[src/assert_macros.svh]
// Assertion helpers shared by the resolver modules.
// Both expect a clock named clock and a reset named reset in scope.
`ifndef ASSERT_MACROS_SVH
`define ASSERT_MACROS_SVH

// Check a condition at every clock edge outside reset.
`define SACR_ASSERT(lbl, expr, msg) \
   lbl: assert property (@(posedge clock) disable iff (reset) (expr)) else $error(msg);

// Check that a condition implies another in the next cycle.
`define SACR_ASSERT_NEXT(lbl, ante, cons, msg) \
   lbl: assert property (@(posedge clock) disable iff (reset) (ante) |=> (cons)) \
      else $error(msg);

`endif

[src/sacr_pkg.sv]
package sacr_pkg;

   // operation codes of a request
   localparam logic [1:0] OP_PACKET    = 2'd0;
   localparam logic [1:0] OP_SLOT      = 2'd1;
   localparam logic [1:0] OP_CYCLE_END = 2'd2;

   // register indexes (byte address bits [3:2])
   localparam logic [1:0] REG_START_ADDRESS = 2'd0;
   localparam logic [1:0] REG_CALL_COMMAND  = 2'd1;
   localparam logic [1:0] REG_CYCLE_COUNT   = 2'd2;
   localparam logic [1:0] REG_RECEIVE_CYCLE = 2'd3;

   localparam int CSR_ADDR_W = 4;

   // register reset values
   localparam logic [7:0] START_ADDRESS_RESET = 8'd1;
   localparam logic [7:0] CALL_COMMAND_RESET  = 8'hCA;
   localparam logic [7:0] CYCLE_COUNT_RESET   = 8'd8;
   localparam logic [7:0] RECEIVE_CYCLE_RESET = 8'd0;

   typedef enum logic [1:0] {
      ST_IDLE,
      ST_SCAN,
      ST_FINISH
   } state_type;

   typedef struct packed {
      logic load;    // latch the accepted request, restart the scan
      logic scan;    // step the neighbor list scan
      logic commit;  // update state and load the result register
   } ctrl_cmd_type;

   typedef struct packed {
      logic scan_done;
   } ctrl_status_type;

endpackage

[src/sacr_req_if.sv]
interface sacr_req_if;
   logic       valid;
   logic       ready;
   logic [1:0] operation;
   logic [7:0] packet_command;
   logic [7:0] sender_address;

   modport source (output valid, output operation, output packet_command,
                   output sender_address, input ready);
   modport sink (input valid, input operation, input packet_command,
                 input sender_address, output ready);
endinterface

[src/sacr_rsp_if.sv]
interface sacr_rsp_if;
   logic        valid;
   logic        ready;
   logic [7:0]  own_address;
   logic [15:0] slot_time;
   logic        align_request;
   logic [7:0]  align_address;
   logic        transmit_call;
   logic        radio_listen;
   logic        neighbor_seen;
   logic [7:0]  cycle_index;

   modport source (output valid, output own_address, output slot_time,
                   output align_request, output align_address, output transmit_call,
                   output radio_listen, output neighbor_seen, output cycle_index,
                   input ready);
   modport sink (input valid, input own_address, input slot_time,
                 input align_request, input align_address, input transmit_call,
                 input radio_listen, input neighbor_seen, input cycle_index,
                 output ready);
endinterface

[src/slot_address_collision_resolver_core.sv]
// Channel   Dir  Handshake          Payload
// req_chan  in   valid/ready        operation, packet_command, sender_address
// rsp_chan  out  valid/ready        own_address .. cycle_index (one per request)
// csr_*     in   APB, pready high   four 8-bit registers at byte 0, 4, 8, 12
//
// A request is accepted, then the neighbor list is scanned with one memory read
// per stored entry, the last entry read is compared, the scan is seen done, and
// the result is committed.
// Reset is synchronous and active high; registers return to reset values,
// the neighbor list memory is not cleared (the fill count guards it).
// The result register decouples the channels: a new request is taken while a
// result still waits, and commit waits only if that result is still held.
module slot_address_collision_resolver_core #(
   parameter int SEEN_DEPTH = 32,
   parameter int SLOT_SHIFT = 4
) (
   input  logic                            clock,
   input  logic                            reset,
   sacr_req_if.sink                        req_chan,
   sacr_rsp_if.source                      rsp_chan,
   input  logic                            csr_psel,
   input  logic                            csr_penable,
   input  logic                            csr_pwrite,
   input  logic [sacr_pkg::CSR_ADDR_W-1:0] csr_paddr,
   input  logic [31:0]                     csr_pwdata,
   output logic [31:0]                     csr_prdata,
   output logic                            csr_pready
);

   sacr_pkg::ctrl_cmd_type    cmd;
   sacr_pkg::ctrl_status_type status;

   // writes complete in the access cycle
   assign csr_pready = 1'b1;

   // sequence accept, scan and commit
   sacr_ctrl u_ctrl (
      .clock     (clock),
      .reset     (reset),
      .req_valid (req_chan.valid),
      .req_ready (req_chan.ready),
      .rsp_valid (rsp_chan.valid),
      .rsp_ready (rsp_chan.ready),
      .status    (status),
      .cmd       (cmd)
   );

   // hold registers, neighbor list and result payload
   sacr_dp #(
      .SEEN_DEPTH (SEEN_DEPTH),
      .SLOT_SHIFT (SLOT_SHIFT)
   ) u_dp (
      .clock              (clock),
      .reset              (reset),
      .cmd                (cmd),
      .status             (status),
      .req_operation      (req_chan.operation),
      .req_packet_command (req_chan.packet_command),
      .req_sender_address (req_chan.sender_address),
      .rsp_own_address    (rsp_chan.own_address),
      .rsp_slot_time      (rsp_chan.slot_time),
      .rsp_align_request  (rsp_chan.align_request),
      .rsp_align_address  (rsp_chan.align_address),
      .rsp_transmit_call  (rsp_chan.transmit_call),
      .rsp_radio_listen   (rsp_chan.radio_listen),
      .rsp_neighbor_seen  (rsp_chan.neighbor_seen),
      .rsp_cycle_index    (rsp_chan.cycle_index),
      .csr_psel           (csr_psel),
      .csr_penable        (csr_penable),
      .csr_pwrite         (csr_pwrite),
      .csr_paddr          (csr_paddr),
      .csr_pwdata         (csr_pwdata),
      .csr_prdata         (csr_prdata)
   );

endmodule

[src/sacr_ctrl.sv]
`include "assert_macros.svh"

module sacr_ctrl (
   input  logic                      clock,
   input  logic                      reset,
   input  logic                      req_valid,
   output logic                      req_ready,
   output logic                      rsp_valid,
   input  logic                      rsp_ready,
   input  sacr_pkg::ctrl_status_type status,
   output sacr_pkg::ctrl_cmd_type    cmd
);

   sacr_pkg::state_type state_ff, state_in;
   logic                rsp_valid_ff, rsp_valid_in;

   always_ff @(posedge clock) begin
      if (reset) begin
         state_ff     <= sacr_pkg::ST_IDLE;
         rsp_valid_ff <= 1'b0;
      end else begin
         state_ff     <= state_in;
         rsp_valid_ff <= rsp_valid_in;
      end
   end

   always_comb begin
      state_in     = state_ff;
      cmd          = '0;
      req_ready    = 1'b0;
      rsp_valid_in = rsp_valid_ff && !rsp_ready;
      case (state_ff)
         sacr_pkg::ST_IDLE: begin
            req_ready = 1'b1;
            if (req_valid) begin
               cmd.load = 1'b1;
               state_in = sacr_pkg::ST_SCAN;
            end
         end
         sacr_pkg::ST_SCAN: begin
            cmd.scan = 1'b1;
            if (status.scan_done) state_in = sacr_pkg::ST_FINISH;
         end
         sacr_pkg::ST_FINISH: begin
            // hold until the result register is free
            if (!rsp_valid_ff || rsp_ready) begin
               cmd.commit   = 1'b1;
               rsp_valid_in = 1'b1;
               state_in     = sacr_pkg::ST_IDLE;
            end
         end
         default: state_in = sacr_pkg::ST_IDLE;
      endcase
   end

   assign rsp_valid = rsp_valid_ff;

   `SACR_ASSERT(a_commit_slot_free, !cmd.commit || !rsp_valid_ff || rsp_ready, "commit over pending result")
   `SACR_ASSERT_NEXT(a_accept_starts_scan, req_valid && req_ready, state_ff == sacr_pkg::ST_SCAN, "accept did not start scan")
   `SACR_ASSERT_NEXT(a_commit_shows_result, cmd.commit, rsp_valid_ff && state_ff == sacr_pkg::ST_IDLE, "commit lost result")

endmodule

[src/sacr_dp.sv]
`include "assert_macros.svh"

module sacr_dp #(
   parameter int SEEN_DEPTH = 32,
   parameter int SLOT_SHIFT = 4
) (
   input  logic                                clock,
   input  logic                                reset,
   input  sacr_pkg::ctrl_cmd_type              cmd,
   output sacr_pkg::ctrl_status_type           status,
   input  logic [1:0]                          req_operation,
   input  logic [7:0]                          req_packet_command,
   input  logic [7:0]                          req_sender_address,
   output logic [7:0]                          rsp_own_address,
   output logic [15:0]                         rsp_slot_time,
   output logic                                rsp_align_request,
   output logic [7:0]                          rsp_align_address,
   output logic                                rsp_transmit_call,
   output logic                                rsp_radio_listen,
   output logic                                rsp_neighbor_seen,
   output logic [7:0]                          rsp_cycle_index,
   input  logic                                csr_psel,
   input  logic                                csr_penable,
   input  logic                                csr_pwrite,
   input  logic [sacr_pkg::CSR_ADDR_W-1:0]     csr_paddr,
   input  logic [31:0]                         csr_pwdata,
   output logic [31:0]                         csr_prdata
);

   localparam int CNT_W = $clog2(SEEN_DEPTH + 1);
   localparam int IDX_W = (SEEN_DEPTH > 1) ? $clog2(SEEN_DEPTH) : 1;
   localparam logic [CNT_W-1:0] DEPTH_C = CNT_W'(SEEN_DEPTH);

   // configuration
   logic [7:0] start_address_ff, call_command_ff, cycle_count_ff, receive_cycle_ff;
   logic       csr_wr;
   logic [1:0] csr_idx;

   // block state
   logic [7:0]       slot_ff, slot_in;
   logic             tx_en_ff, tx_en_in;
   logic [7:0]       cycle_ff, cycle_in;
   logic [CNT_W-1:0] seen_count_ff, seen_count_in;
   logic             listen_ff, listen_in;
   logic             indicator_ff, indicator_in;

   // latched request
   logic [1:0] op_ff;
   logic [7:0] command_ff, sender_ff;

   // scan
   logic [CNT_W-1:0] scan_idx_ff;
   logic             rd_pend_ff, hit_ff, rd_en;
   logic [7:0]       rd_data_ff;
   logic [7:0]       seen_mem [SEEN_DEPTH];

   // commit
   logic       wr_en;
   logic       align;
   logic [7:0] align_addr;
   logic       send;
   logic [7:0] cycle_inc;

   assign csr_wr  = csr_psel && csr_penable && csr_pwrite;
   assign csr_idx = csr_paddr[3:2];

   always_ff @(posedge clock) begin
      if (reset) begin
         start_address_ff <= sacr_pkg::START_ADDRESS_RESET;
         call_command_ff  <= sacr_pkg::CALL_COMMAND_RESET;
         cycle_count_ff   <= sacr_pkg::CYCLE_COUNT_RESET;
         receive_cycle_ff <= sacr_pkg::RECEIVE_CYCLE_RESET;
      end else if (csr_wr) begin
         case (csr_idx)
            sacr_pkg::REG_START_ADDRESS: start_address_ff <= csr_pwdata[7:0];
            sacr_pkg::REG_CALL_COMMAND:  call_command_ff  <= csr_pwdata[7:0];
            sacr_pkg::REG_CYCLE_COUNT:   cycle_count_ff   <= csr_pwdata[7:0];
            sacr_pkg::REG_RECEIVE_CYCLE: receive_cycle_ff <= csr_pwdata[7:0];
            default: ;
         endcase
      end
   end

   always_comb begin
      case (csr_idx)
         sacr_pkg::REG_START_ADDRESS: csr_prdata = {24'd0, start_address_ff};
         sacr_pkg::REG_CALL_COMMAND:  csr_prdata = {24'd0, call_command_ff};
         sacr_pkg::REG_CYCLE_COUNT:   csr_prdata = {24'd0, cycle_count_ff};
         sacr_pkg::REG_RECEIVE_CYCLE: csr_prdata = {24'd0, receive_cycle_ff};
         default:                     csr_prdata = 32'd0;
      endcase
   end

   // latch the request (the scan is restarted below)
   always_ff @(posedge clock) begin
      if (cmd.load) begin
         op_ff      <= req_operation;
         command_ff <= req_packet_command;
         sender_ff  <= req_sender_address;
      end
   end

   assign rd_en = cmd.scan && (scan_idx_ff < seen_count_ff);

   always_ff @(posedge clock) begin
      if (reset) begin
         scan_idx_ff <= '0;
         rd_pend_ff  <= 1'b0;
         hit_ff      <= 1'b0;
      end else if (cmd.load) begin
         scan_idx_ff <= '0;
         rd_pend_ff  <= 1'b0;
         hit_ff      <= 1'b0;
      end else begin
         rd_pend_ff <= rd_en;
         if (rd_en) scan_idx_ff <= scan_idx_ff + 1'b1;
         if (rd_pend_ff && rd_data_ff == sender_ff) hit_ff <= 1'b1;
      end
   end

   assign status.scan_done = (scan_idx_ff == seen_count_ff) && !rd_pend_ff;

   always_ff @(posedge clock) begin
      if (wr_en) seen_mem[seen_count_ff[IDX_W-1:0]] <= sender_ff;
      if (rd_en) rd_data_ff <= seen_mem[scan_idx_ff[IDX_W-1:0]];
   end

   always_comb begin
      slot_in       = slot_ff;
      tx_en_in      = tx_en_ff;
      cycle_in      = cycle_ff;
      seen_count_in = seen_count_ff;
      listen_in     = listen_ff;
      indicator_in  = indicator_ff;
      align         = 1'b0;
      align_addr    = 8'd0;
      send          = 1'b0;
      wr_en         = 1'b0;
      cycle_inc     = cycle_ff + 8'd1;
      case (op_ff)
         sacr_pkg::OP_PACKET: begin
            if (command_ff == call_command_ff) begin
               if (sender_ff == slot_ff) begin
                  // collision: move to the next address
                  align      = 1'b1;
                  align_addr = sender_ff;
                  tx_en_in   = 1'b0;
                  slot_in    = slot_ff + 8'd1;
               end else begin
                  if (sender_ff < slot_ff) begin
                     align      = 1'b1;
                     align_addr = sender_ff;
                  end
                  if (!hit_ff && seen_count_ff < DEPTH_C) begin
                     wr_en         = cmd.commit;
                     seen_count_in = seen_count_ff + 1'b1;
                  end
               end
            end
         end
         sacr_pkg::OP_SLOT: begin
            if (tx_en_ff) begin
               send      = 1'b1;
               listen_in = 1'b1;
            end
         end
         sacr_pkg::OP_CYCLE_END: begin
            cycle_in      = (cycle_inc == cycle_count_ff) ? 8'd0 : cycle_inc;
            tx_en_in      = 1'b1;
            listen_in     = (cycle_in == receive_cycle_ff);
            indicator_in  = (seen_count_ff != '0);
            seen_count_in = '0;
         end
         default: ;
      endcase
   end

   always_ff @(posedge clock) begin
      if (reset) begin
         slot_ff       <= sacr_pkg::START_ADDRESS_RESET;
         tx_en_ff      <= 1'b0;
         cycle_ff      <= 8'd0;
         seen_count_ff <= '0;
         listen_ff     <= 1'b0;
         indicator_ff  <= 1'b0;
      end else if (csr_wr && csr_idx == sacr_pkg::REG_START_ADDRESS) begin
         slot_ff <= csr_pwdata[7:0];
      end else if (cmd.commit) begin
         slot_ff       <= slot_in;
         tx_en_ff      <= tx_en_in;
         cycle_ff      <= cycle_in;
         seen_count_ff <= seen_count_in;
         listen_ff     <= listen_in;
         indicator_ff  <= indicator_in;
      end
   end

   always_ff @(posedge clock) begin
      if (cmd.commit) begin
         rsp_own_address   <= slot_in;
         rsp_slot_time     <= 16'(slot_in) << SLOT_SHIFT;
         rsp_align_request <= align;
         rsp_align_address <= align_addr;
         rsp_transmit_call <= send;
         rsp_radio_listen  <= listen_in;
         rsp_neighbor_seen <= indicator_in;
         rsp_cycle_index   <= cycle_in;
      end
   end

   `SACR_ASSERT(a_count_in_range, seen_count_ff <= DEPTH_C, "seen count beyond depth")
   `SACR_ASSERT(a_scan_in_range, !cmd.scan || scan_idx_ff <= seen_count_ff, "scan past list")
   `SACR_ASSERT(a_no_write_while_scan, !(wr_en && cmd.scan), "list written during scan")

endmodule
[src/flat_wrapper.sv]
// flat-port wrapper written by rule: the top's interface ports become plain ports
module slot_address_collision_resolver_core_flat 
#(
   parameter int SEEN_DEPTH = 32,
   parameter int SLOT_SHIFT = 4
)
  (clock, reset, csr_psel, csr_penable, csr_pwrite, csr_paddr, csr_pwdata, csr_prdata, csr_pready, req_chan_valid, req_chan_operation, req_chan_packet_command, req_chan_sender_address, req_chan_ready, rsp_chan_valid, rsp_chan_own_address, rsp_chan_slot_time, rsp_chan_align_request, rsp_chan_align_address, rsp_chan_transmit_call, rsp_chan_radio_listen, rsp_chan_neighbor_seen, rsp_chan_cycle_index, rsp_chan_ready);
  sacr_req_if req_chan_i ();
  sacr_rsp_if rsp_chan_i ();
  input  logic clock;
  input  logic reset;
  input  logic csr_psel;
  input  logic csr_penable;
  input  logic csr_pwrite;
  input  logic [sacr_pkg::CSR_ADDR_W-1:0] csr_paddr;
  input  logic [31:0] csr_pwdata;
  output logic [31:0] csr_prdata;
  output logic csr_pready;
  input wire logic [$bits(req_chan_i.valid)-1:0] req_chan_valid;
  input wire logic [$bits(req_chan_i.operation)-1:0] req_chan_operation;
  input wire logic [$bits(req_chan_i.packet_command)-1:0] req_chan_packet_command;
  input wire logic [$bits(req_chan_i.sender_address)-1:0] req_chan_sender_address;
  output wire logic [$bits(req_chan_i.ready)-1:0] req_chan_ready;
  output wire logic [$bits(rsp_chan_i.valid)-1:0] rsp_chan_valid;
  output wire logic [$bits(rsp_chan_i.own_address)-1:0] rsp_chan_own_address;
  output wire logic [$bits(rsp_chan_i.slot_time)-1:0] rsp_chan_slot_time;
  output wire logic [$bits(rsp_chan_i.align_request)-1:0] rsp_chan_align_request;
  output wire logic [$bits(rsp_chan_i.align_address)-1:0] rsp_chan_align_address;
  output wire logic [$bits(rsp_chan_i.transmit_call)-1:0] rsp_chan_transmit_call;
  output wire logic [$bits(rsp_chan_i.radio_listen)-1:0] rsp_chan_radio_listen;
  output wire logic [$bits(rsp_chan_i.neighbor_seen)-1:0] rsp_chan_neighbor_seen;
  output wire logic [$bits(rsp_chan_i.cycle_index)-1:0] rsp_chan_cycle_index;
  input wire logic [$bits(rsp_chan_i.ready)-1:0] rsp_chan_ready;
  assign req_chan_i.valid = req_chan_valid;
  assign req_chan_i.operation = req_chan_operation;
  assign req_chan_i.packet_command = req_chan_packet_command;
  assign req_chan_i.sender_address = req_chan_sender_address;
  assign req_chan_ready = req_chan_i.ready;
  assign rsp_chan_valid = rsp_chan_i.valid;
  assign rsp_chan_own_address = rsp_chan_i.own_address;
  assign rsp_chan_slot_time = rsp_chan_i.slot_time;
  assign rsp_chan_align_request = rsp_chan_i.align_request;
  assign rsp_chan_align_address = rsp_chan_i.align_address;
  assign rsp_chan_transmit_call = rsp_chan_i.transmit_call;
  assign rsp_chan_radio_listen = rsp_chan_i.radio_listen;
  assign rsp_chan_neighbor_seen = rsp_chan_i.neighbor_seen;
  assign rsp_chan_cycle_index = rsp_chan_i.cycle_index;
  assign rsp_chan_i.ready = rsp_chan_ready;
  slot_address_collision_resolver_core #(.SEEN_DEPTH(SEEN_DEPTH), .SLOT_SHIFT(SLOT_SHIFT)) u_core (.clock(clock), .reset(reset), .req_chan(req_chan_i), .rsp_chan(rsp_chan_i), .csr_psel(csr_psel), .csr_penable(csr_penable), .csr_pwrite(csr_pwrite), .csr_paddr(csr_paddr), .csr_pwdata(csr_pwdata), .csr_prdata(csr_prdata), .csr_pready(csr_pready));
endmodule
[config.mk]
export PLATFORM = sky130hd
export DESIGN_NAME = slot_address_collision_resolver_core_flat
export DESIGN_NICKNAME = d
export VERILOG_FILES = /design/src/sacr_pkg.sv /design/src/sacr_req_if.sv /design/src/sacr_rsp_if.sv /design/src/slot_address_collision_resolver_core.sv /design/src/sacr_ctrl.sv /design/src/sacr_dp.sv /design/src/flat_wrapper.sv
export VERILOG_INCLUDE_DIRS = /design/src /design/src/src
export SDC_FILE = /design/constraint.sdc
export NUM_CORES = 1
export LEC_CHECK = 0
export CORE_MARGIN = 1
export CORE_UTILIZATION = 60
export CTS_CLUSTER_DIAMETER = 30
export DETAILED_ROUTE_END_ITERATION = 16
export DONT_BUFFER_PORTS = 1
export MAX_ROUTING_LAYER = met4
export PLACE_DENSITY = 0.72
export SETUP_SLACK_MARGIN = 0.3
export SLEW_MARGIN = 20
export SYNTH_ARGS = -nofsm -noshare
export SYNTH_HDL_FRONTEND = slang
export SYNTH_SLANG_ARGS = --single-unit
[constraint.sdc]
create_clock -name clock -period 4 [get_ports clock]
set_input_delay 0.4 -clock clock [delete_from_list [all_inputs] [get_ports clock]]
set_output_delay 0.4 -clock clock [all_outputs]
set_load 0.01 [all_outputs]
Word-level counts from Yosys, hierarchy flattened. Memories as Yosys holds them, arrays and structs flattened. A register that Yosys moved wholly into a read port is not among the register bits. Index checks and enable logic that the tools add are counted.

Flip-flop bits (word level): 114. Latch bits: 0. Memory bits (writable): 256. Bits in read-only memories: 0. Input bits: 61. Memories: 1.

Add/sub/neg operators: 4. Multipliers: 0. Div/mod/pow operators: 0. Order comparisons: 3. Equal/unequal tests: 20. Shift operators: 0. Muxes and demuxes: 41. Bitwise operators: 1. Reductions and logical operators: 29.

Memories: u_core.u_dp.seen_mem (words 32, bits a word 8, rd ports 1, clocked after memory_dff 1, write ports 1, line sacr_dp.sv:55) `logic [7:0] seen_mem [SEEN_DEPTH];`.

Operators by type and width (number): case mux 32 bit (4 select lines) (1); 2-to-1 mux 8 bit (9); equality test 8 bit (5); 2-to-1 mux 1 bit (21); 2-to-1 mux 6 bit (3); adder 8 x 1 -> 8 bit (second input constant) (2); adder 6 x 1 -> 6 bit (second input constant) (2); inequality test 2 bit (second input constant) (6); case mux 6 bit (2 select lines) (1); AND reduction 2 bit (6); equality test 2 bit (second input constant) (4); logical AND 1 bit (8); less-than comparator 8 bit (1); equality test 2 x 1 -> 1 bit (second input constant) (3); equality test 6 bit (1); zero test 2 bit (3); less-than comparator 6 bit (1); less-than comparator 6 bit (second input constant) (1); 2-to-1 mux 2 bit (3); case mux 2 bit (3 select lines) (1); AND reduction 6 bit (1); nonzero test 6 bit (1); AND reduction 5 bit (1); zero test 1 bit (4); other kinds (7) (9).

Logic depth before layout (Yosys ltp). Gate-level depths: netlist (run 1).

Depth in word-level cells: 10. Mapped depth: 12. Mapped depth without buffers: 11.

Modules after synthesis. Synthesis (run 1) repeated with hierarchy kept, for this count alone.

Cell total of the unflattened synthesis: 1020. Area, all modules: 16158.0 µm².

Modules (own cells, without submodules): sacr_dp (times used 1, cells each 1003, area an instance 16001.6 µm², sequential area each 10610.2 µm²); sacr_ctrl (times used 1, cells each 15, area an instance 145.1 µm², sequential area each 60.1 µm²); slot_address_collision_resolver_core (times used 1, cells each 2, area an instance 11.3 µm², sequential area each 0.0 µm²).

Worst setup path after synthesis (run 1). OpenSTA, ideal clock, no wires.

Path kind: register -> register. From: register u_core.u_ctrl.rsp_valid_ff, in the netlist u_core.u_ctrl.rsp_valid. To: memory u_core.u_dp.seen_mem[11][0] (enable). Setup time: 0.370 ns. Data arrival time: 2.763 ns. Slack: 0.866 ns. Stages on the path, launching flop included: 6. Path buffers: 0. Clock period less this slack: 3.134 ns. Path through: dfxtp_1 > nor2b_1 > nor2_1 > and2_1 > nand2_1 > nor2_1.

RTL lines: start: declaration (line sacr_ctrl.sv:15) `logic rsp_valid_ff, rsp_valid_in;`; start signal: assignment (line sacr_ctrl.sv:23) `rsp_valid_ff <= rsp_valid_in;`; end: declaration (line sacr_dp.sv:55).

Worst setup path in the final report (run 1).
From: register u_core.u_dp.cycle_ff[1]. To: register u_core.u_dp.listen_ff.

Longest elaborated chain between the ends: 5.

RTL lines: start: declaration (line sacr_dp.sv:42) `logic [7:0] cycle_ff, cycle_in;`; start signal: assignment (line sacr_dp.sv:191) `cycle_ff <= cycle_in;`; adder 8 x 1 -> 8 bit * (line sacr_dp.sv:139) `cycle_inc = cycle_ff + 8'd1;`; equality test 8 bit (line sacr_dp.sv:168) `cycle_in = (cycle_inc == cycle_count_ff) ? 8'd0 : cycle_inc;`; 2-to-1 mux 8 bit * (line sacr_dp.sv:168); equality test 8 bit * (line sacr_dp.sv:170) `listen_in = (cycle_in == receive_cycle_ff);`; case mux 1 bit (2 select lines) * (line sacr_dp.sv:140) `case (op_ff)`; end signal: assignment (line sacr_dp.sv:193) `listen_ff <= listen_in;`; end: declaration (line sacr_dp.sv:44) `logic listen_ff, listen_in;`.

Every way passes the cells marked *; elsewhere a longest branch is shown, timed or not. A chain may end at the register's enable or synchronous reset.

==> metrics.yaml, run 1 <==
status:
  status: "finished with violations"
  violations: "DRC"
synth:
  synth_top_area_share: 0.5777
  synthSimpleGateAreaFrac: 0.07174
  synthMuxAreaShare: 0.1449
  synth_edf_count: 310
  yosys_warnings: 0
  synth_top_family_by_area: "multiplexers"
  synth-xor-area-share: 0.03176
  ys_types: 53
  syn_area_per_cell_um2: 15.75
  synth.ff_latch_count: 378
  synth_top_cell_by_area: "edfxtp_1"
  ys_async_sr_fraction: 0
  synth_ff_type: "edfxtp_1"
  synth.area.top_cells: "edfxtp_1, mux4_2, dfxtp_1"
  syn-cell-area_mm2: 0.01611
  synth-compound-area-share: 0.03455
  synth_adder_area_share: 0.01863
  yosysSeqAreaShare: 0.6622
  synthCells: 1023
critical_path:
  r2r-start: "u_core.u_dp.cycle_ff[1]$_SDFFE_PP0P_"
  crit_buf_inv: 0
  arrival_ns: 3.71
  worstReg2RegEnd: "u_core.u_dp.listen_ff$_SDFFE_PP0P_"
  startpoint_type: "flip-flop"
  crit_chain: "ha_1 -> and3_1 -> xnor2_1 -> xnor2_1 -> nor4b_4 -> mux2i_1 -> nor2_1 -> or4b_1 -> o21a_1 -> a311oi_1"
  path_max_fanout: 6
  crit_path_max_incr_delay_ns: 0.57
  crit_top_cell: "xnor2_1"
  criticalPathCategory: "reg2reg"
  cp.required_ns: 4.44
  cp_slowest_cell: "or4b_1"
  r2r_cells: 10
  rrSetupSlack_ns: 0.73
  path_delay_family: "simple AND/OR/NAND/NOR gates"
  end_kind: "flip-flop"
global_route:
  gr-total-overflow: 0
  grt_pass1_wl_um: 53340
  antenna_found_initial: 0
  grt_usage: 0.2661
  grt_pass1_vias: 9211
  grt_max_degree: 58
power_and_ir_drop:
  seqPwrFrac: 0.422
  p_clk_frac: 0.556
  powerDensity_mw_per_mm2: 534.6
  max-vdd-ir-drop_uv: 643.5
  switching_share: 0.2024
  p_leak_nw: 6.532
  p_switching_w: 0.002070
  p_int_w: 0.008159
  comb_power_share: 0.022
clocking:
  clk_path_buf_depth: 3
  clk_latency_ns: 0.55
  clock-root-buffer: "clkbuf_16"
  cts-resized-gates: 0
  htreeDepth: 3
  cts_tree: "built"
  clkSinkCount: 378
  numCtsBuffers: 68
  clkSlewWorstSetupHoldPaths_ns: 0.05
timing:
  worstMarginPinSlew_ns: 1.039
  fmax_mhz: 306.3
  setup_viol: 0
  rsz0062_at_grt: "false"
  post-route-min-period_ns: 3.265
  final-max-slew-violation-count: 0
  hold_violations: 0
  fin_worst_skew_ns: 0.01646
  fin_setup_tns_ns: 0
  finalCritPeriodShare: 0.8163
  slew_headroom: 0.3033
worst_hold_path:
  whs_endpoint: "u_core.u_dp.cycle_count_ff[6]$_SDFFE_PP0P_"
  min_from: "csr_pwdata[6]"
  hp-class: "in2reg"
  hold_depth: 2
final_layout:
  utilization: 0.7301
  layout_commonest_cell: "edfxtp_1"
  num_antenna_cells: 0
  area_growth_pct: 18.73
  nets: 1201
  layoutNonFillerInstCount: 1503
  layout-drive-gt1-share: 0.2303
  layout_common_cells: "edfxtp_1, nor2_1, mux4_2"
  fin_area_mm2: 0.01913
run:
  maxCapViolCount: 0
placement:
  placedCellCount: 1355
  place_congestion: 0.8788
  placed_area_mm2: 0.01659
  port_buffers: 0
  post-dp-hpwl_um: 20630
die:
  core.rowCount: 59
  core_mm2: 0.02621
  dieArea_mm2: 0.02752
  start_util: 0.6149
  die_x_um: 165.9
  ios: 140
  die_h_um: 165.9
detailed_routing:
  dr.pass1.iters: 11
  wl_per_cell_um: 22.84
  via_per_inst: 5.955
  dr.first_iter.drc_count: 804
  drc_errors: 2
  ant_nets: 0
  num_vias: 8950
  routed_wl_um: 34330
routing by layer:
layer | vias to the layer above | track usage | routed length (µm)
li1 | 4037 | - | -
met1 | 4531 | 0.3338 | 13340
met2 | 323 | 0.4337 | 17550
met3 | 59 | 0.05601 | 2676
met4 | 0 | 0.09265 | 765
met5 | - | - | 0
through the flow:
step | hold WS [ns] | total power, W | worst slack [ns]
floorplan | 0.4334 | 0.004554 | 0.8664
global placement | 0.4390 | 0.004581 | 0.4749
detailed placement | 0.4442 | 0.004588 | 0.4025
CTS | 0.00009948 | 0.01029 | 0.3723
global route | 0.007361 | 0.01051 | 0.4688
finish | 0.01539 | 0.01023 | 0.7349
cells by family after synthesis:
logic type	count (synthesis)
AO/OA/AOI/OAI	86
XOR/XNOR	56
adder cells (fa/ha/maj)	24
other	2
AND/OR/NAND/NOR	245
flip-flops	378
buffers and inverters	110
multiplexers	122
final cells by class:
cell class / instances / area [µm²]
Fill cell: 1560 / 7074
Clock buffer: 80 / 1831
Inverter: 26 / 97.59
Clock inverter: 42 / 447.9
Tap cell: 335 / 419.2
Timing Repair Buffer: 76 / 665.6
Multi-Input combinational cell: 566 / 4996
Sequential cell: 378 / 10680
worst max-delay path by stage:
stage | startpoint | to | slack [ns] | cells after the start
floorplan | u_core.u_ctrl.rsp_valid$_SDFF_PP0_ | u_core.u_dp.seen_mem[11][0]$_DFFE_PP_ | 0.87 | 5
global placement | u_core.u_dp.cycle_ff[1]$_SDFFE_PP0P_ | u_core.u_dp.listen_ff$_SDFFE_PP0P_ | 0.47 | 10
detailed placement | u_core.u_dp.cycle_ff[1]$_SDFFE_PP0P_ | u_core.u_dp.listen_ff$_SDFFE_PP0P_ | 0.40 | 10
CTS | u_core.u_dp.cycle_ff[1]$_SDFFE_PP0P_ | u_core.u_dp.listen_ff$_SDFFE_PP0P_ | 0.37 | 10
global route | u_core.u_dp.cycle_ff[1]$_SDFFE_PP0P_ | u_core.u_dp.listen_ff$_SDFFE_PP0P_ | 0.47 | 10
finish | u_core.u_dp.cycle_ff[1]$_SDFFE_PP0P_ | u_core.u_dp.listen_ff$_SDFFE_PP0P_ | 0.73 | 10
power groups by stage:
| stage | Clock, W | Combinational (W) | Sequential, W |
|---|---|---|---|
| 5_1_grt | 0.00594 | 0.000248 | 0.00432 |
| 4_1_cts | 0.00574 | 0.000228 | 0.00432 |
| 3_3_place_gp | 0 | 0.000190 | 0.00439 |
| 2_1_floorplan | 0 | 0.000144 | 0.00441 |
| 6_report | 0.00568 | 0.000227 | 0.00432 |
| 3_5_place_dp | 0 | 0.000197 | 0.00439 |
registers in the layout (all words and copies together) (netlist names), 2 cells and up:
register,cells
u_core.u_dp.seen_mem,256
u_core.u_dp.call_command_ff,8
u_core.u_dp.command_ff,8
u_core.u_dp.cycle_count_ff,8
u_core.u_dp.cycle_ff,8
u_core.u_dp.rd_data_ff,8
u_core.u_dp.receive_cycle_ff,8
u_core.u_dp.rsp_align_address,8
u_core.u_dp.rsp_cycle_index,8
u_core.u_dp.rsp_own_address,8
u_core.u_dp.sender_ff,8
u_core.u_dp.slot_ff,8
u_core.u_dp.start_address_ff,8
u_core.u_dp.scan_idx_ff,6
u_core.u_dp.seen_count_ff,6
u_core.u_ctrl.state_ff,2
u_core.u_dp.op_ff,2
cells in the mapped netlist, types with 17 or more instances:
master    instances
a21oi_1          33
buf_4            43
clkbuf_1         32
dfxtp_1          68
edfxtp_1        310
ha_1             24
inv_1            24
mux2i_1          24
mux4_2           88
nand2_1          50
nand3_1          20
nor2_1           99
o21ai_0          17
xnor2_1          42
repair_timing:
action | CTS | global route
hold buffers | 24 | 0
setup buffers | 0 | 2
endpoints found under the hold margin | 72 | 0
endpoints found under the setup margin | 0 | 2
Note: power is estimated with default switching activity, not from simulation.
==> run 2, diff against run 1 <==
==> constraint.sdc (replaced) <==
create_clock -name clock -period 3.4 [get_ports clock]
set_input_delay 0.34 -clock clock [delete_from_list [all_inputs] [get_ports clock]]
set_output_delay 0.34 -clock clock [all_outputs]
set_load 0.01 [all_outputs]
==> run 2 against run 1 <==
  * The flow still finishes with violations (DRC)
  * Final cell count increased by 1.4%
  * First-iteration DRC count increased by 1.2%
  * Count of clock-buffer cells in the layout decreased by 2
  * Sequential power increased by 18%
  * Non-clock buffer count increased by 15
  * Register-to-register slack got worse by 0.29 ns
  * Routed wire length increased by 1.8%
  * Highest routed layer unchanged
==> metrics.yaml, run 2 (synthesis results as in run 1) <==
status:
  status: "finished with violations"
  violations: "DRC"
placement:
  place_congestion: 0.8528
  placedCellCount: 1366
  post-dp-hpwl_um: 21080
  dpl_worst_slack_ns: 0.2698
  port_buffers: 0
die:
  start_util: 0.6149
  die_h_um: 165.9
  die_x_um: 165.9
  dieArea_mm2: 0.02752
  core.rowCount: 59
  ios: 140
  core_mm2: 0.02621
clocking:
  clk_latency_ns: 0.56
  cts_tree: "built"
  clk_path_buf_depth: 3
  numCtsBuffers: 70
  clkSinkCount: 378
  htreeDepth: 3
  clkSlewWorstSetupHoldPaths_ns: 0.04
  clock-root-buffer: "clkbuf_16"
timing:
  finalCritPeriodShare: 0.8695
  hold_violations: 0
  fin_worst_skew_ns: 0.02723
  worstMarginPinSlew_ns: 0.8418
  final-max-slew-violation-count: 0
  fin_setup_tns_ns: 0
  fin_ws_ns: 0.4437
  fmax_mhz: 338.3
  holdWs_ns: 0.02373
  rsz0062_at_grt: "false"
  slew_headroom: 0.4382
  setup_viol: 0
  post-route-min-period_ns: 2.956
power_and_ir_drop:
  powerDensity_mw_per_mm2: 628.1
  p_leak_nw: 6.661
  max-vdd-ir-drop_uv: 471.6
final_layout:
  num_antenna_cells: 0
  layout-drive-gt1-share: 0.2498
  layoutNonFillerInstCount: 1524
  area_growth_pct: 20.43
  layout_commonest_cell: "edfxtp_1"
  layout_common_cells: "edfxtp_1, nor2_1, mux4_2"
  largest_reg_flops: 256
  nets: 1218
critical_path:
  path_max_fanout: 6
  crit_chain: "ha_4 -> xor2_4 -> and2_2 -> o2111ai_4 -> nor4b_4 -> mux2i_1 -> nor2_1 -> or4b_4 -> o21a_1 -> a311oi_1"
  cp.required_ns: 3.84
  cp_slowest_cell: "or4b_4"
  startpoint_type: "flip-flop"
  crit_path_max_incr_delay_ns: 0.54
  end_kind: "flip-flop"
  arrival_ns: 3.40
  criticalPathCategory: "reg2reg"
worst_hold_path:
  hp-class: "in2reg"
detailed_routing:
  num_vias: 9096
  ant_nets: 0
  dr.first_iter.drc_count: 814
  routed_wl_um: 34950
  drc_errors: 2
  dr.pass1.iters: 11
  via_per_inst: 5.969
  wl_per_cell_um: 22.94
global_route:
  gr-total-overflow: 0
  grt_max_degree: 55
  grt_usage: 0.2678
  grt_pass1_wl_um: 53660
  grt_pass1_vias: 9221
  antenna_found_initial: 0
run:
  maxCapViolCount: 0
## run 2: cell types whose count changed in the layout (fill, tap and decap cells not counted), sizes merged
cell         change
dlygate4sd3      +4
bufinv           -1
inv              +7
clkinv           +2
buf             +11
clkbuf           -2
## run 2: cell type report
type	instances	area (µm²)
Sequential cell	378	10680
Fill cell	1561	6800
Clock buffer	78	1834
Multi-Input combinational cell	566	5051
Timing Repair Buffer	91	800.8
Clock inverter	50	526.8
Tap cell	335	419.2
Inverter	26	97.59
## run 2: repair_timing
item / in CTS / in global routing
endpoints found under the setup margin: 1 / 2
resized for setup: 2 / 7
pin swaps: 1 / 2
hold endpoints to repair: 72 / 0
hold buffers: 28 / 0
setup buffers: 0 / 2
## run 2: where the power goes
part	total [W]	switching, W	internal [W]
sequential	0.00508	0.0000271	0.00505
clock	0.00683	0.00236	0.00447
combinational	0.000279	0.000186	0.0000933
## run 2: per-stage QoR
stage	utilization	instance area, µm²	power [W]
6_report	0.7405	19410	0.01219
3_3_place_gp	0.6366	16680	0.005392
3_5_place_dp	0.6366	16680	0.005400
4_1_cts	0.7384	19350	0.01226
5_1_grt	0.7405	19410	0.01250
2_1_floorplan	-	16230	0.005358
## run 2: layer usage
layer / vias to the layer above / share of wire / track usage
li1: 4073 / - / -
met1: 4610 / 0.41 / 0.3474
met2: 359 / 0.51 / 0.4372
met3: 54 / 0.063 / 0.05076
met4: 0 / 0.018 / 0.07436
met5: - / 0 / -
## run 2: worst paths after layout
check                                               start                                           end  slack, ns  cells after the start
min                                         csr_pwdata[4]  u_core.u_dp.start_address_ff[4]$_SDFFE_PP0P_       0.02                      2
max reg2reg          u_core.u_dp.cycle_ff[1]$_SDFFE_PP0P_            u_core.u_dp.listen_ff$_SDFFE_PP0P_       0.44                     10
max                  u_core.u_dp.cycle_ff[1]$_SDFFE_PP0P_            u_core.u_dp.listen_ff$_SDFFE_PP0P_       0.44                     10
min reg2reg  u_core.u_dp.start_address_ff[4]$_SDFFE_PP0P_  u_core.u_dp.start_address_ff[4]$_SDFFE_PP0P_       0.46                      2
## run 2: worst max-delay path, delay by kind of cell, from the launching register on
family          cells  cell delay (ns)
xor+xnor            1             0.21
simple gates        4             1.23
fa+ha+maj           1             0.21
flops               1             0.38
mux                 1             0.23
compound gates      3             0.59
==> run 3, diff against run 2 <==
--- a/config.mk
+++ b/config.mk
@@ -8,6 +8,7 @@
 export LEC_CHECK = 0
 export CORE_MARGIN = 1
 export CORE_UTILIZATION = 60
+export CTS_BUF_LIST = sky130_fd_sc_hd__clkbuf_4
 export CTS_CLUSTER_DIAMETER = 30
 export DETAILED_ROUTE_END_ITERATION = 16
 export DONT_BUFFER_PORTS = 1
==> run 3 against run 2 <==
  * The run still ends with DRC left
  * Global-route usage down 0.46 points
  * Clock power decreased by 36%
  * Utilization shrank 2.9 points
  * Routed wire length down 1.8%
  * Hold slack better by 0.071 ns
  * Critical path depth unchanged
  * Critical path type unchanged
  * Largest cell class unchanged
  * Highest routed layer unchanged
==> metrics.yaml, run 3 (synthesis results as in run 1) <==
status:
  status: "finished with violations"
  violations: "DRC"
critical_path:
  crit_buf_inv: 0
  path_max_fanout: 5
  worstReg2RegEnd: "u_core.u_dp.listen_ff$_SDFFE_PP0P_"
  rrSetupSlack_ns: 0.42
  r2r-start: "u_core.u_dp.cycle_ff[0]$_SDFFE_PP0P_"
  end_kind: "flip-flop"
  cp_slowest_cell: "or4b_1"
  path_delay_family: "simple AND/OR/NAND/NOR gates"
  crit_chain: "ha_4 -> nand3_1 -> nor3_2 -> o22ai_2 -> nor4b_4 -> mux2i_1 -> nor2_1 -> or4b_1 -> o21a_1 -> a311oi_1"
  cp.required_ns: 3.99
  crit_path_max_incr_delay_ns: 0.58
  arrival_ns: 3.57
  startpoint_type: "flip-flop"
  r2r_cells: 10
  criticalPathCategory: "reg2reg"
detailed_routing:
  num_vias: 9120
  wl_per_cell_um: 21.56
  via_per_inst: 5.729
  drc_errors: 2
  routed_wl_um: 34320
  dr.first_iter.drc_count: 707
  dr.pass1.iters: 11
  ant_nets: 0
clocking:
  htreeDepth: 3
  clkSlewWorstSetupHoldPaths_ns: 0.06
  cts_tree: "built"
  clkSinkCount: 378
  clock-root-buffer: "clkbuf_4"
  clk_path_buf_depth: 3
  clk_latency_ns: 0.70
  numCtsBuffers: 97
placement:
  place_congestion: 0.8528
  post-dp-hpwl_um: 21080
  port_buffers: 0
final_layout:
  layout-drive-gt1-share: 0.2797
  area_growth_pct: 15.75
  layout_common_cells: "edfxtp_1, clkbuf_4, nor2_1"
  largest_reg_flops: 256
  nets: 1256
  layout_commonest_cell: "edfxtp_1"
die:
  die_x_um: 165.9
  die_h_um: 165.9
  core.rowCount: 59
  ios: 140
  dieArea_mm2: 0.02752
  start_util: 0.6149
  core_mm2: 0.02621
timing:
  post-route-min-period_ns: 2.981
  final-max-slew-violation-count: 0
  fin_worst_skew_ns: 0.04156
  worstMarginPinSlew_ns: 0.8676
  fin_setup_tns_ns: 0
  setup_viol: 0
  hold_violations: 0
  rsz0062_at_grt: "false"
  finalCritPeriodShare: 0.8767
  slew_headroom: 0.4210
  fmax_mhz: 335.5
power_and_ir_drop:
  comb_power_share: 0.030
  total_power_w: 0.009722
  switching_share: 0.2058
  max-vdd-ir-drop_uv: 372.0
  p_switching_w: 0.002001
  p_int_w: 0.007722
  p_leak_nw: 6.446
  powerDensity_mw_per_mm2: 521.3
  seqPwrFrac: 0.521
  p_clk_frac: 0.449
global_route:
  grt_usage: 0.2632
  gr-total-overflow: 0
  grt_pass1_wl_um: 52540
  antenna_found_initial: 2
  grt_max_degree: 56
  grt_pass1_vias: 9347
worst_hold_path:
  hold_depth: 2
  hp-class: "in2reg"
  min_from: "reset"
  whs_endpoint: "u_core.u_dp.scan_idx_ff[0]$_SDFFE_PP0P_"
run:
  maxCapViolCount: 0
run 3: power by group through the flow:
stage	Clock, W	Combinational [W]	Sequential, W
final	0.00437	0.000290	0.00507
after global placement	0	0.000226	0.00517
after floorplan	0	0.000169	0.00519
after global routing	0.00469	0.000314	0.00507
after detailed placement	0	0.000233	0.00517
after CTS	0.00446	0.000285	0.00507
run 3: cell type report:
cell class                 count  area (µm²)
tap                          335       419.2
sequential                   378       10680
inverter                      26       97.59
fill                        1720        7555
multi-input combinational    566        5084
clock buffer                 153        1149
timing repair buffer         102       917.1
antenna                        2       5.005
clock inverter                30       302.8
run 3: per-stage QoR:
stage / utilization / hold slack (ns) / worst slack (ns) / instance area (µm²) / instances
after global routing: 0.7117 / 0.07760 / 0.2889 / 18650 / 1592
after global placement: 0.6366 / 0.4150 / 0.3544 / 16680 / 1366
final: 0.7117 / 0.09488 / 0.4194 / 18650 / 1592
after detailed placement: 0.6366 / 0.4176 / 0.2698 / 16680 / 1366
after floorplan: - / 0.4334 / 0.3926 / 16230 / 1054
after CTS: 0.7082 / 0.02083 / 0.3118 / 18560 / 1589
run 3: timing repair:
action                     CTS  global route
setup endpoints to repair    1             3
hold buffers                40             0
hold endpoints to repair    78             0
buffers inserted             0             1
gates resized for setup      2            16
pin swaps                    1             2
run 3: worst max-delay path by stage:
stage / from / cells after the start / slack (ns) / endpoint
after floorplan: u_core.u_dp.scan_idx_ff[0]$_SDFFE_PP0P_ / 6 / 0.39 / u_core.u_dp.rd_data_ff[7]$_DFFE_PP_
after CTS: u_core.u_dp.op_ff[0]$_DFFE_PP_ / 10 / 0.31 / u_core.u_dp.slot_ff[1]$_SDFFE_PP0P_
after detailed placement: u_core.u_dp.cycle_ff[0]$_SDFFE_PP0P_ / 10 / 0.27 / u_core.u_dp.listen_ff$_SDFFE_PP0P_
final: u_core.u_dp.cycle_ff[0]$_SDFFE_PP0P_ / 10 / 0.42 / u_core.u_dp.listen_ff$_SDFFE_PP0P_
after global routing: u_core.u_dp.cycle_ff[0]$_SDFFE_PP0P_ / 10 / 0.29 / u_core.u_dp.listen_ff$_SDFFE_PP0P_
after global placement: u_core.u_dp.cycle_ff[0]$_SDFFE_PP0P_ / 10 / 0.35 / u_core.u_dp.listen_ff$_SDFFE_PP0P_
run 3: metal layers:
metal  GRT usage  wire [µm]
met1      0.3348      13830
met2      0.4250      17590
met3     0.05481       2135
met4     0.09061        765
met5           -          0
